File: config.mk
export PLATFORM = sky130hd
export DESIGN_NAME = running_mean_stddev_sem
export DESIGN_NICKNAME = d
export VERILOG_FILES = /design/src/rtl/core/rms_pkg.sv /design/src/rtl/core/rms_unit.sv /design/src/rtl/core/running_mean_stddev_sem.sv
export SDC_FILE = /design/constraint.sdc
export NUM_CORES = 2
export LEC_CHECK = 0
export BUFFER_PORTS_ARGS = -buffer_cell sky130_fd_sc_hd__buf_4
export CELL_PAD_IN_SITES_DETAIL_PLACEMENT = 0
export CELL_PAD_IN_SITES_GLOBAL_PLACEMENT = 2
export CORE_AREA = 2 2 449 674
export DETAILED_ROUTE_END_ITERATION = 6
export DIE_AREA = 0 0 451 676
export PLACE_DENSITY_LB_ADDON = 0.1
export SYNTH_ARGS = -nofsm -noshare
export SYNTH_HDL_FRONTEND = slang
export SYNTH_SLANG_ARGS = --single-unit
File: constraint.sdc
create_clock -name i_clk -period 25.7 [get_ports i_clk]
set_input_delay 3.855 -clock i_clk [delete_from_list [all_inputs] [get_ports i_clk]]
set_output_delay 3.855 -clock i_clk [all_outputs]
set_load 0.02 [all_outputs]
File: src/rtl/core/rms_pkg.sv
// shared types and constants for the running mean / stddev / sem block
// no dependencies; imported by rms_unit, running_mean_stddev_sem and tb
`timescale 1ns / 1ps

package rms_pkg;

    localparam int SAMPLE_BITS = 16;
    localparam int COUNT_MAX   = 65535;
    localparam int FRAC_BITS   = 8;

    localparam int CNT_W  = 16;
    localparam int DIFF_W = SAMPLE_BITS + 1;
    localparam int SUM_W  = CNT_W + DIFF_W + 1;
    localparam int SQ_W   = CNT_W + 2 * DIFF_W;
    localparam int OUT_W  = 25;

    // wide datapath of the shared unit: (n*s2 - s*s) shifted by two fraction widths
    localparam int UW = CNT_W + SQ_W + 2 * FRAC_BITS;
    localparam int MB = SUM_W;
    localparam int RW = UW / 2 + 4;
    localparam int CW = $clog2(UW + 1);

    localparam logic [OUT_W-1:0] MEAN_SAT = OUT_W'((1 << (OUT_W - 1)) - 1);
    localparam logic [OUT_W-1:0] ROOT_SAT = OUT_W'((1 << OUT_W) - 1);

    typedef enum logic [1:0] {
        REQ_ADD    = 2'd0,
        REQ_REMOVE = 2'd1,
        REQ_CLEAR  = 2'd2
    } t_req;

    typedef enum logic [1:0] {
        STAT_OK      = 2'd0,
        STAT_FEW     = 2'd1,
        STAT_NEGVAR  = 2'd2,
        STAT_IGNORED = 2'd3
    } t_status;

    typedef enum logic [1:0] {
        OP_MUL  = 2'd0,
        OP_DIV  = 2'd1,
        OP_SQRT = 2'd2
    } t_op;

    typedef struct packed {
        logic            start;
        t_op             op;
        logic [UW-1:0]   a;
        logic [MB-1:0]   b;
    } t_ucmd;

    typedef struct packed {
        logic            done;
        logic            busy;
        logic [UW-1:0]   value;
    } t_ures;

endpackage

File: src/rtl/core/rms_unit.sv
// shared bit-serial unit: shift-add multiply, restoring divide, digit square root
// depends on rms_pkg
`timescale 1ns / 1ps

module rms_unit import rms_pkg::*; (
    input  logic  i_clk,
    input  logic  i_rst_n,
    input  t_ucmd i_cmd,
    output t_ures o_res
);

    localparam logic [CW-1:0] LAST_MUL  = CW'(MB - 1);
    localparam logic [CW-1:0] LAST_DIV  = CW'(UW - 1);
    localparam logic [CW-1:0] LAST_SQRT = CW'(UW / 2 - 1);

    logic          r_busy, n_busy;
    logic          r_done, n_done;
    t_op           r_op, n_op;
    logic [CW-1:0] r_cnt, n_cnt;
    logic [UW-1:0] r_x, n_x;
    logic [UW-1:0] r_acc, n_acc;
    logic [MB-1:0] r_b, n_b;
    logic [RW-1:0] r_rem, n_rem;

    logic [RW-1:0] w_dtry;
    logic [RW-1:0] w_stry;
    logic [RW-1:0] w_sroot;
    logic [CW-1:0] w_last;

    always_comb begin
        w_dtry  = {r_rem[RW-2:0], r_x[UW-1]};
        w_stry  = {r_rem[RW-3:0], r_x[UW-1:UW-2]};
        w_sroot = {r_acc[RW-3:0], 2'b01};
        unique case (r_op)
            OP_MUL:  w_last = LAST_MUL;
            OP_DIV:  w_last = LAST_DIV;
            default: w_last = LAST_SQRT;
        endcase
    end

    always_comb begin
        n_busy = r_busy;
        n_done = 1'b0;
        n_op   = r_op;
        n_cnt  = r_cnt;
        n_x    = r_x;
        n_acc  = r_acc;
        n_b    = r_b;
        n_rem  = r_rem;
        if (i_cmd.start) begin
            n_busy = 1'b1;
            n_op   = i_cmd.op;
            n_cnt  = '0;
            n_x    = i_cmd.a;
            n_b    = i_cmd.b;
            n_acc  = '0;
            n_rem  = '0;
        end else if (r_busy) begin
            n_cnt = r_cnt + CW'(1);
            unique case (r_op)
                OP_MUL: begin
                    if (r_b[0]) n_acc = r_acc + r_x;
                    n_x = {r_x[UW-2:0], 1'b0};
                    n_b = {1'b0, r_b[MB-1:1]};
                end
                OP_DIV: begin
                    n_x = {r_x[UW-2:0], 1'b0};
                    if (w_dtry >= RW'(r_b)) begin
                        n_rem = w_dtry - RW'(r_b);
                        n_acc = {r_acc[UW-2:0], 1'b1};
                    end else begin
                        n_rem = w_dtry;
                        n_acc = {r_acc[UW-2:0], 1'b0};
                    end
                end
                default: begin
                    n_x = {r_x[UW-3:0], 2'b00};
                    if (w_stry >= w_sroot) begin
                        n_rem = w_stry - w_sroot;
                        n_acc = {r_acc[UW-2:0], 1'b1};
                    end else begin
                        n_rem = w_stry;
                        n_acc = {r_acc[UW-2:0], 1'b0};
                    end
                end
            endcase
            if (r_cnt == w_last) begin
                n_busy = 1'b0;
                n_done = 1'b1;
            end
        end
    end

    always_ff @(posedge i_clk) begin
        if (!i_rst_n) begin
            r_busy <= 1'b0;
            r_done <= 1'b0;
        end else begin
            r_busy <= n_busy;
            r_done <= n_done;
        end
    end

    always_ff @(posedge i_clk) begin
        r_op  <= n_op;
        r_cnt <= n_cnt;
        r_x   <= n_x;
        r_acc <= n_acc;
        r_b   <= n_b;
        r_rem <= n_rem;
    end

    assign o_res.done  = r_done;
    assign o_res.busy  = r_busy;
    assign o_res.value = r_acc;

    a_no_restart: assert property (@(posedge i_clk) disable iff (!i_rst_n)
        r_busy |-> !i_cmd.start)
        else $error("unit started while busy");

    a_done_ends: assert property (@(posedge i_clk) disable iff (!i_rst_n)
        r_done |-> !r_busy)
        else $error("unit done while still busy");

    a_cnt_range: assert property (@(posedge i_clk) disable iff (!i_rst_n)
        r_busy |-> r_cnt <= LAST_DIV)
        else $error("unit step count out of range");

endmodule

File: src/rtl/core/running_mean_stddev_sem.sv
// Running mean, sample standard deviation and standard error with exact integer
// accumulators. Each accepted item updates count, sum and sum
// of squares; the statistics are then worked out on one shared bit-serial unit
// (shift-add multiply, restoring divide, digit square root), one bit per cycle.
// No unit step runs when no samples are held. Only the 82-step mean divide runs
// when fewer than two samples are held, the request is ignored or the sum of
// squares is negative. The full statistics take two 34-step multiplies, three
// 82-step divides and two 41-step roots, each with a launch and a done cycle; a
// negative variance found after the two multiplies ends the work there. While
// the output stalls, the block waits in its output state. o_in_stall is high
// while an item is in work. A new item can be taken while the previous result
// still waits at the output.
// depends on rms_pkg and rms_unit
`timescale 1ns / 1ps

module running_mean_stddev_sem import rms_pkg::*; (
    input  logic                   i_clk,
    input  logic                   i_rst_n,
    input  logic                   psel,
    input  logic                   penable,
    input  logic                   pwrite,
    input  logic [2:0]             paddr,
    input  logic [31:0]            pwdata,
    output logic [31:0]            prdata,
    output logic                   pready,
    input  logic                   i_in_valid,
    output logic                   o_in_stall,
    input  logic [1:0]             i_req_type,
    input  logic signed [15:0]     i_sample,
    output logic                   o_out_valid,
    input  logic                   i_out_stall,
    output logic [1:0]             o_status,
    output logic [15:0]            o_count,
    output logic signed [32:0]     o_total,
    output logic signed [48:0]     o_total_squares,
    output logic signed [24:0]     o_mean_q8,
    output logic [24:0]            o_stddev_q8,
    output logic [24:0]            o_sem_q8,
    output logic signed [16:0]     o_last_value
);

    typedef enum logic [9:0] {
        S_IDLE = 10'b0000000001,
        S_UPD  = 10'b0000000010,
        S_MEAN = 10'b0000000100,
        S_NS2  = 10'b0000001000,
        S_SS   = 10'b0000010000,
        S_QDIV = 10'b0000100000,
        S_SD   = 10'b0001000000,
        S_QN   = 10'b0010000000,
        S_SE   = 10'b0100000000,
        S_OUT  = 10'b1000000000
    } t_state;

    t_state r_state, n_state;
    logic   r_launch, n_launch;

    logic [SAMPLE_BITS-1:0] r_base;
    logic [1:0]             r_req;
    logic [DIFF_W-1:0]      r_d;
    logic                   r_ign, n_ign;
    logic [CNT_W-1:0]       r_cnt, n_cnt;
    logic [SUM_W-1:0]       r_sum, n_sum;
    logic [SQ_W-1:0]        r_sq, n_sq;
    logic [DIFF_W-1:0]      r_last, n_last;
    t_status                r_status, n_status;
    logic [OUT_W-1:0]       r_mean, n_mean;
    logic [OUT_W-1:0]       r_sd, n_sd;
    logic [OUT_W-1:0]       r_se, n_se;
    logic [UW-1:0]          r_na, n_na;
    logic [UW-1:0]          r_q, n_q;

    logic                   r_ov, n_ov;
    t_status                r_o_status;
    logic [CNT_W-1:0]       r_o_count;
    logic [32:0]            r_o_total;
    logic [48:0]            r_o_sq;
    logic [OUT_W-1:0]       r_o_mean;
    logic [OUT_W-1:0]       r_o_sd;
    logic [OUT_W-1:0]       r_o_se;
    logic [DIFF_W-1:0]      r_o_last;

    t_ucmd                  w_cmd;
    t_ures                  w_res;
    logic                   w_in_acc;
    logic                   w_cfg_wr;
    logic                   w_out_load;
    logic signed [2*DIFF_W-1:0] w_dsq_s;
    logic [SQ_W-1:0]        w_dsq;
    logic [SUM_W-1:0]       w_dext;
    logic [SUM_W-1:0]       w_sm;
    logic [2*CNT_W-1:0]     w_nn1;
    logic [UW-1:0]          w_qsat;
    logic [OUT_W-1:0]       w_qm;
    logic [OUT_W-1:0]       w_root;
    t_status                w_route_stat;
    logic                   w_route_go;

    assign pready   = 1'b1;
    assign w_cfg_wr = psel && penable && pwrite && pready;
    assign prdata   = (paddr[2] == 1'b0) ? {{(32-SAMPLE_BITS){r_base[SAMPLE_BITS-1]}}, r_base}
                                         : 32'd0;

    assign o_in_stall = (r_state != S_IDLE);
    assign w_in_acc   = i_in_valid && !o_in_stall;

    // arithmetic helpers
    assign w_dsq_s = $signed(r_d) * $signed(r_d);
    assign w_dsq   = SQ_W'(w_dsq_s[2*DIFF_W-2:0]);
    assign w_dext  = {{(SUM_W-DIFF_W){r_d[DIFF_W-1]}}, r_d};
    assign w_sm    = r_sum[SUM_W-1] ? (SUM_W'(0) - r_sum) : r_sum;
    assign w_nn1   = r_cnt * (r_cnt - CNT_W'(1));
    assign w_qsat  = w_res.value;
    assign w_qm    = (w_qsat > UW'(MEAN_SAT)) ? MEAN_SAT : w_qsat[OUT_W-1:0];
    assign w_root  = (w_qsat > UW'(ROOT_SAT)) ? ROOT_SAT : w_qsat[OUT_W-1:0];

    // where to go once the mean is known
    always_comb begin
        w_route_go = 1'b0;
        if (r_ign) begin
            w_route_stat = STAT_IGNORED;
        end else if (r_cnt < CNT_W'(2)) begin
            w_route_stat = STAT_FEW;
        end else if (r_sq[SQ_W-1]) begin
            w_route_stat = STAT_NEGVAR;
        end else begin
            w_route_stat = STAT_OK;
            w_route_go   = 1'b1;
        end
    end

    // command to the shared unit for the current step
    always_comb begin
        w_cmd.start = r_launch && (r_state != S_IDLE) && (r_state != S_UPD)
                      && (r_state != S_OUT) && !((r_state == S_MEAN) && (r_cnt == '0));
        w_cmd.op    = OP_DIV;
        w_cmd.a     = r_q;
        w_cmd.b     = MB'(r_cnt);
        unique case (r_state)
            S_MEAN: w_cmd.a = UW'({w_sm, {FRAC_BITS{1'b0}}});
            S_NS2: begin
                w_cmd.op = OP_MUL;
                w_cmd.a  = UW'(r_sq);
            end
            S_SS: begin
                w_cmd.op = OP_MUL;
                w_cmd.a  = UW'(w_sm);
                w_cmd.b  = w_sm;
            end
            S_QDIV: w_cmd.b = MB'(w_nn1);
            S_SD, S_SE: w_cmd.op = OP_SQRT;
            default: ;
        endcase
    end

    rms_unit u_unit (
        .i_clk   (i_clk),
        .i_rst_n (i_rst_n),
        .i_cmd   (w_cmd),
        .o_res   (w_res)
    );

    assign w_out_load = (r_state == S_OUT) && (!r_ov || !i_out_stall);

    always_comb begin
        n_state  = r_state;
        n_launch = r_launch;
        n_ign    = r_ign;
        n_cnt    = r_cnt;
        n_sum    = r_sum;
        n_sq     = r_sq;
        n_last   = r_last;
        n_status = r_status;
        n_mean   = r_mean;
        n_sd     = r_sd;
        n_se     = r_se;
        n_na     = r_na;
        n_q      = r_q;
        n_ov     = r_ov;
        if (r_ov && !i_out_stall) n_ov = 1'b0;
        if (w_cmd.start) n_launch = 1'b0;
        unique case (r_state)
            S_IDLE: begin
                if (w_in_acc) begin
                    n_state = S_UPD;
                    n_mean  = '0;
                    n_sd    = '0;
                    n_se    = '0;
                    n_ign   = 1'b0;
                end
            end
            S_UPD: begin
                n_state  = S_MEAN;
                n_launch = 1'b1;
                unique case (r_req)
                    REQ_ADD: begin
                        if (r_cnt >= CNT_W'(COUNT_MAX)) begin
                            n_ign = 1'b1;
                        end else begin
                            n_sum  = r_sum + w_dext;
                            n_sq   = r_sq + w_dsq;
                            n_cnt  = r_cnt + CNT_W'(1);
                            n_last = r_d;
                        end
                    end
                    REQ_REMOVE: begin
                        if (r_cnt == '0) begin
                            n_ign = 1'b1;
                        end else begin
                            n_sum  = r_sum - w_dext;
                            n_sq   = r_sq - w_dsq;
                            n_cnt  = r_cnt - CNT_W'(1);
                            n_last = '0;
                        end
                    end
                    REQ_CLEAR: begin
                        n_cnt  = '0;
                        n_sum  = '0;
                        n_sq   = '0;
                        n_last = '0;
                    end
                    default: n_ign = 1'b1;
                endcase
            end
            S_MEAN: begin
                if (r_cnt == '0 || w_res.done) begin
                    if (w_res.done)
                        n_mean = r_sum[SUM_W-1] ? (OUT_W'(0) - w_qm) : w_qm;
                    n_status = w_route_stat;
                    n_launch = w_route_go;
                    n_state  = w_route_go ? S_NS2 : S_OUT;
                end
            end
            S_NS2: begin
                if (w_res.done) begin
                    n_na     = w_res.value;
                    n_state  = S_SS;
                    n_launch = 1'b1;
                end
            end
            S_SS: begin
                if (w_res.done) begin
                    if (r_na < w_res.value) begin
                        n_status = STAT_NEGVAR;
                        n_state  = S_OUT;
                    end else begin
                        n_q      = (r_na - w_res.value) << (2 * FRAC_BITS);
                        n_state  = S_QDIV;
                        n_launch = 1'b1;
                    end
                end
            end
            S_QDIV: begin
                if (w_res.done) begin
                    n_q      = w_res.value;
                    n_state  = S_SD;
                    n_launch = 1'b1;
                end
            end
            S_SD: begin
                if (w_res.done) begin
                    n_sd     = w_root;
                    n_state  = S_QN;
                    n_launch = 1'b1;
                end
            end
            S_QN: begin
                if (w_res.done) begin
                    n_q      = w_res.value;
                    n_state  = S_SE;
                    n_launch = 1'b1;
                end
            end
            S_SE: begin
                if (w_res.done) begin
                    n_se    = w_root;
                    n_state = S_OUT;
                end
            end
            S_OUT: begin
                if (w_out_load) begin
                    n_ov    = 1'b1;
                    n_state = S_IDLE;
                end
            end
            default: n_state = S_IDLE;
        endcase
    end

    always_ff @(posedge i_clk) begin
        if (!i_rst_n) begin
            r_state  <= S_IDLE;
            r_launch <= 1'b0;
            r_ov     <= 1'b0;
            r_base   <= '0;
            r_cnt    <= '0;
            r_sum    <= '0;
            r_sq     <= '0;
            r_last   <= '0;
            r_ign    <= 1'b0;
        end else begin
            r_state  <= n_state;
            r_launch <= n_launch;
            r_ov     <= n_ov;
            r_cnt    <= n_cnt;
            r_sum    <= n_sum;
            r_sq     <= n_sq;
            r_last   <= n_last;
            r_ign    <= n_ign;
            if (w_cfg_wr && paddr[2] == 1'b0) r_base <= pwdata[SAMPLE_BITS-1:0];
        end
    end

    always_ff @(posedge i_clk) begin
        r_status <= n_status;
        r_mean   <= n_mean;
        r_sd     <= n_sd;
        r_se     <= n_se;
        r_na     <= n_na;
        r_q      <= n_q;
        if (w_in_acc) begin
            r_req <= i_req_type;
            r_d   <= DIFF_W'($signed(i_sample)) - DIFF_W'($signed(r_base));
        end
        if (w_out_load) begin
            r_o_status <= r_status;
            r_o_count  <= r_cnt;
            r_o_total  <= r_sum[32:0];
            r_o_sq     <= r_sq[48:0];
            r_o_mean   <= r_mean;
            r_o_sd     <= (r_status == STAT_OK) ? r_sd : '0;
            r_o_se     <= (r_status == STAT_OK) ? r_se : '0;
            r_o_last   <= r_last;
        end
    end

    assign o_out_valid     = r_ov;
    assign o_status        = r_o_status;
    assign o_count         = r_o_count;
    assign o_total         = r_o_total;
    assign o_total_squares = r_o_sq;
    assign o_mean_q8       = r_o_mean;
    assign o_stddev_q8     = r_o_sd;
    assign o_sem_q8        = r_o_se;
    assign o_last_value    = r_o_last;

    a_state_onehot: assert property (@(posedge i_clk) disable iff (!i_rst_n)
        $onehot(r_state))
        else $error("sequencer state not one-hot");

    a_accept_to_update: assert property (@(posedge i_clk) disable iff (!i_rst_n)
        w_in_acc |=> r_state == S_UPD)
        else $error("accepted item did not start an update");

    a_count_limit: assert property (@(posedge i_clk) disable iff (!i_rst_n)
        r_cnt <= CNT_W'(COUNT_MAX))
        else $error("sample count above limit");

    a_zero_roots: assert property (@(posedge i_clk) disable iff (!i_rst_n)
        (r_ov && r_o_status != STAT_OK) |-> (r_o_sd == '0 && r_o_se == '0))
        else $error("nonzero deviation with bad status");

    a_unit_idle_out: assert property (@(posedge i_clk) disable iff (!i_rst_n)
        (r_state == S_OUT || r_state == S_IDLE) |-> !w_res.busy)
        else $error("shared unit busy outside calculation");

endmodule

**Yosys cells after proc, flatten, opt, wreduce, memory -nomap -nowiden**

Index checks and enable logic that the tools add are counted.

- Bitwise logic cells: 4
- Divide/modulo/power cells: 0
- Equal/unequal tests: 36
- Shifts and indexed selects: 0
- $mul: 2
- Reduce and logical (&&, ||, !) cells: 48
- Add/subtract/negate cells: 15
- Order comparisons: 7
- Mux-type cells: 85

Operators with widths:

| operator | number |
|---|---|
| $mux 82 | 7 |
| $pmux 82 s2 | 2 |
| $pmux 82 s3 | 1 |
| $mux 34 | 6 |
| $mux 25 | 7 |
| $pmux 25 s2 | 3 |
| $pmux 50 s3 | 1 |
| $mux 10 | 11 |
| $pmux 34 s3 | 1 |
| $mux 50 | 2 |
| $pmux 10 s10 | 1 |
| $mux 44 | 2 |
| $pmux 44 s2 | 1 |
| $add 82x82->82 | 1 |
| $gt 82x24->1 const B | 1 |
| $gt 82x25->1 const B | 1 |
| $lt 82x82->1 | 1 |
| $pmux 34 s2 | 1 |
| $sub 66x66->66 | 1 |
| $pmux 17 s3 | 1 |
| $add 50x33->50 | 1 |
| $sub 50x33->50 | 1 |
| $pmux 16 s3 | 1 |
| $ge 45x34->1 | 1 |
| other kinds (61) | 141 |

- Bits in latches: 0
- Output and inout bits: 227
- RAM bits: 0
- Register bits: 851
- Bits of input ports: 60
- Memories: 0
- Bits in read-only memories: 0

**Depth between registers and ports, before layout**

- Depth in word-level cells: 9
- Depth in mapped cells: 43
- Mapped depth without buffers: 40

**By module**

Synthesis repeated with hierarchy kept, for this count alone.

- Cell total of the unflattened synthesis: 8551
- Area total of the unflattened synthesis: 76055.4 sq um

Modules (own cells, without submodules):

| module | cells each | sequential area each (sq um) | times used | area an instance (sq um) |
|---|---|---|---|---|
| running_mean_stddev_sem | 5682 | 16495.8 | 1 | 53846.6 |
| rms_unit | 2869 | 6246.0 | 1 | 22208.8 |

**Worst setup path after synthesis**

OpenSTA, ideal clock, no wires.

- Path type: input to register
- Start: input port i_out_stall
- End: register r_o_count[0] (netlist: o_count[0]), enable pin
- Buffers on the path: 0
- Arrival: 12862 ps
- Slack: 12030 ps
- Cell stages on the path: 1
- Cells stage by stage: a21oi_1

- Cells in the longest elaborated chain, start to end: 3

RTL lines:

| element | RTL line | source |
|---|---|---|
| from (decl) | running_mean_stddev_sem.sv:31 | `input logic i_out_stall,` |
| $logic_not 1->1 | running_mean_stddev_sem.sv:163 | `assign w_out_load = (r_state == S_OUT) && (!r_ov \|\| !i_out_stall);` |
| $logic_or 1x1->1 | running_mean_stddev_sem.sv:163 |  |
| $logic_and 1x1->1 | running_mean_stddev_sem.sv:163 |  |
| to (signal assigned) | running_mean_stddev_sem.sv:327 | `r_o_count <= r_cnt;` |
| to (decl) | running_mean_stddev_sem.sv:75 | `logic [CNT_W-1:0] r_o_count;` |

No other way between the ends.
A chain may end at the register's enable or synchronous reset.

**Final worst setup path**

- Start: register r_d[3]
- End: register r_sq[49]

- Cells in the longest elaborated chain, start to end: 4
- Elaborated cells between the ends (all ways): 6
- Those cells by class: 2 x add/sub; 1 x mul; 3 x mux

RTL lines:

| element | RTL line | source |
|---|---|---|
| from (decl) | running_mean_stddev_sem.sv:60 | `logic [DIFF_W-1:0] r_d;` |
| from (signal assigned) | running_mean_stddev_sem.sv:323 | `r_d <= DIFF_W'($signed(i_sample)) - DIFF_W'($signed(r_base));` |
| $mul 17x17->33 (*) | running_mean_stddev_sem.sv:108 | `assign w_dsq_s = $signed(r_d) * $signed(r_d);` |
| $sub 50x33->50 or $add 50x33->50 (tied branches) | running_mean_stddev_sem.sv:211, running_mean_stddev_sem.sv:201 |  |
| $mux 50 (on tied branches) | running_mean_stddev_sem.sv:207, running_mean_stddev_sem.sv:197 |  |
| $pmux 50 s3 (*) | running_mean_stddev_sem.sv:195 | `unique case (r_req)` |
| to (signal assigned) | running_mean_stddev_sem.sv:307 | `r_sq <= n_sq;` |
| to (decl) | running_mean_stddev_sem.sv:64 | `logic [SQ_W-1:0] r_sq, n_sq;` |

Every way passes the cells marked *; elsewhere a longest branch is shown, timed or not. The select of a mux whose other input is x is not followed.

==> flow_metrics.env <==
export IMPL_status="completed"
export IMPL_io_buffers=267
export IMPL_cp_data_arrival_time_ps=12480
export IMPL_dr_pass1_iters=7
export IMPL_seq_area_um2=22700
export IMPL_synth_seq_area_share_pct=30.5
export IMPL_slew_violations=0
export IMPL_finalHoldViolCount=0
export IMPL_synth_async_reset_ratio_pct=0
export IMPL_place_area_um2=81100
export IMPL_cts_num_sinks=851
export IMPL_max_freq_mhz=84.9
export IMPL_nets=9467
export IMPL_critical_path_class="register to register"
export IMPL_stdcell_count=12405
export IMPL_clkTransAtPathRegs_ps=70
export IMPL_drv_cap=0
export IMPL_synth_top_family_by_area="adder cells"
export IMPL_clk_latency_ps=810
export IMPL_syn_area_per_cell_um2=9.03
export IMPL_yosys_area_top_type_share_pct=23.0
export IMPL_cts_hold_buf=0
export IMPL_cpMostUsedCell="fa_1"
export IMPL_synth_nets=9370
export IMPL_relSlewSlack_pct=9.35
export IMPL_synthAdderAreaFrac_pct=22.7
export IMPL_dp_cells=12206
export IMPL_worstMarginPinSlew_ps=1330
export IMPL_clockBufferDepth=3
export IMPL_via_per_inst=4.88
export IMPL_gr_total_overflow=0
export IMPL_grt_pass1_wl_mm=449
export IMPL_io_pins=287
export IMPL_hpwlAfterDp_mm=241
export IMPL_ant_nets=0
export IMPL_synth_compound_area_share_pct=17.6
export IMPL_synth_area_leaders="edfxtp_1 (23%), fa_1 (13%), ha_1 (9.9%)"
export IMPL_synth_xor_area_share_pct=5.29
export IMPL_synth_edff_count=570
export IMPL_grt_max_degree=123
export IMPL_synth_ff_type="edfxtp_1"
export IMPL_synth_cell_type_count=98
export IMPL_fillers=31883
export IMPL_required_ps=26400
export IMPL_vias=60501
export IMPL_yosys_top_cells_count="inv_1 (856), nand2_1 (678), nor2_1 (662)"
export IMPL_max_stage_delay_ps=700
export IMPL_die_h_um=676
export IMPL_post_cts_resized=0
export IMPL_syn_cell_area_um2=74500
export IMPL_multi_input_area_um2=47000
export IMPL_drt_iter0_markers=3223
export IMPL_grt_usage_pct=20.0
export IMPL_die_w_um=451
export IMPL_pre_cts_slack_ps=13650
export IMPL_finalClockSkew_ps=87.7
export IMPL_setup_viol=0
export IMPL_root_buffer="clkbuf_16"
export IMPL_synth_mux_area_fraction_pct=1.35
export IMPL_post_route_drc_count=0
export IMPL_cts_setup_buffers=0
export IMPL_numCtsBuffers=102
export IMPL_die_area_um2=305000
export IMPL_rows=246
export IMPL_startpoint_type="register"
export IMPL_ys_warn_count=0
export IMPL_min_period_over_period_pct=45.8
export IMPL_yosysTopAreaCell="edfxtp_1"
export IMPL_grt_pass1_vias=64149
export IMPL_drt_wirelength_per_cell_um=24.9
export IMPL_htreeDepth=3
export IMPL_cts_tree="done"
export IMPL_cpMaxStageDelayCell="nor4_4"
export IMPL_timing_final_ws_setup_ps=13920
export IMPL_rsz0062_at_grt="false"
export IMPL_antenna_found_initial=15
export IMPL_syn2layout_area_growth_pct=13.8
export IMPL_ys_ff_latch=851
export IMPL_core_area_um2=299000
export IMPL_setup_worst_path_end_class="register"
export IMPL_yosysMostFrequentCell="inv_1"
export IMPL_wl_mm=309
export IMPL_setup_tns_ps=0
export IMPL_crit_fanout=16
export IMPL_drive_above_1_share_pct=8.30
export IMPL_fin_area_um2=84800
export IMPL_synthSimpleGateAreaFrac_pct=16.0
export IMPL_hold_class="register to register"
export IMPL_period_needed_ps=11780
export IMPL_place_gp_congestion=0.847
export IMPL_synth_cells=8245
export IMPL_initial_core_util_pct=24.9
[stage by stage]
stage / utilization, % / hold WS (ps)
after global placement: 27.1 / 408
final: 28.4 / 408
after CTS: 28.4 / 408
after detailed placement: 27.1 / 406
after floorplan: - / 400
after global routing: 28.4 / 414
[routing by layer]
| layer | wire [µm] | GRT usage, % | vias up |
|---|---|---|---|
| met5 | 0 | 0 | - |
| met2 | 165000 | 38.4 | 983 |
| li1 | - | - | 28816 |
| met3 | 8300 | 1.66 | 268 |
| met4 | 11000 | 6.53 | 0 |
| met1 | 125000 | 23.0 | 30434 |
[state kept, by name, indices dropped and copies added, names as in the netlist, 17 cells and up]
signal,cells
r_sq,50
o_total_squares,49
u_unit.r_b,34
r_sum,34
r_na,82
o_last_value,17
r_sd,25
r_d,17
o_sem_q8,25
r_last,17
u_unit.r_x,82
r_se,25
o_total,33
o_stddev_q8,25
u_unit.r_rem,44
o_mean_q8,25
r_mean,25
r_q,82
u_unit.r_acc,82
[cells by family after synthesis]
logic type	Yosys count
simple gates	2454
mux	99
buf+inv	1280
other cells	1
compound gates	2045
fa+ha+maj	1065
flops	851
xor+xnor	450
[worst max-delay path, delay by kind of cell (launching register included)]
| family | cells | cell delay, ps |
|---|---|---|
| and+or+nand+nor | 14 | 3780 |
| adders and majority gates | 8 | 3930 |
| DFF | 1 | 350 |
| buffers and inverters | 6 | 1280 |
| AOI/OAI and AO/OA | 8 | 2160 |
| xor gates and xnor gates | 1 | 160 |
[path summary, 6_finish.rpt]
kind	slack (ps)	to	depth (start not counted)	startpoint
min reg2reg	410	o_mean_q8[16]	0	r_mean[16]
max	13920	r_sq[49]	37	r_d[3]
max reg2reg	13920	r_sq[49]	37	r_d[3]
min	410	o_mean_q8[16]	0	r_mean[16]
[placed cells by master (no fill, tap or decap), types with 62 or more instances in the layout]
master,netlist,layout
inv_1,856,855
nor3_1,126,124
fa_1,478,478
a21o_1,191,189
a21boi_0,70,70
nand2b_1,202,201
o21bai_1,64,64
nand4_1,70,70
edfxtp_1,570,570
a21oi_1,579,577
nor2b_1,202,201
buf_4,19,406
o211ai_1,62,62
clkbuf_16,0,102
o21ai_0,449,446
and2_1,126,125
ha_1,587,585
o21a_1,67,66
a211oi_1,146,146
mux2i_1,90,90
xnor2_1,292,292
dfxtp_1,281,280
nand3_1,139,137
nand2_1,678,678
a31oi_1,79,79
nor2_1,662,658
xor2_1,158,158
[layout make-up]
cell class	instances	area share (%)
antenna	5	0.0148
inverter	866	3.84
clock inverter	69	1.19
clock buffer	125	3.17
multi-input combinational	6114	55.5
timing repair buffer	407	3.62
tap	3968	5.86
sequential	851	26.8
Power is left out: the tool's default activity adds up to more than one toggle a clock period on the data nets, which glitch-free logic cannot reach.
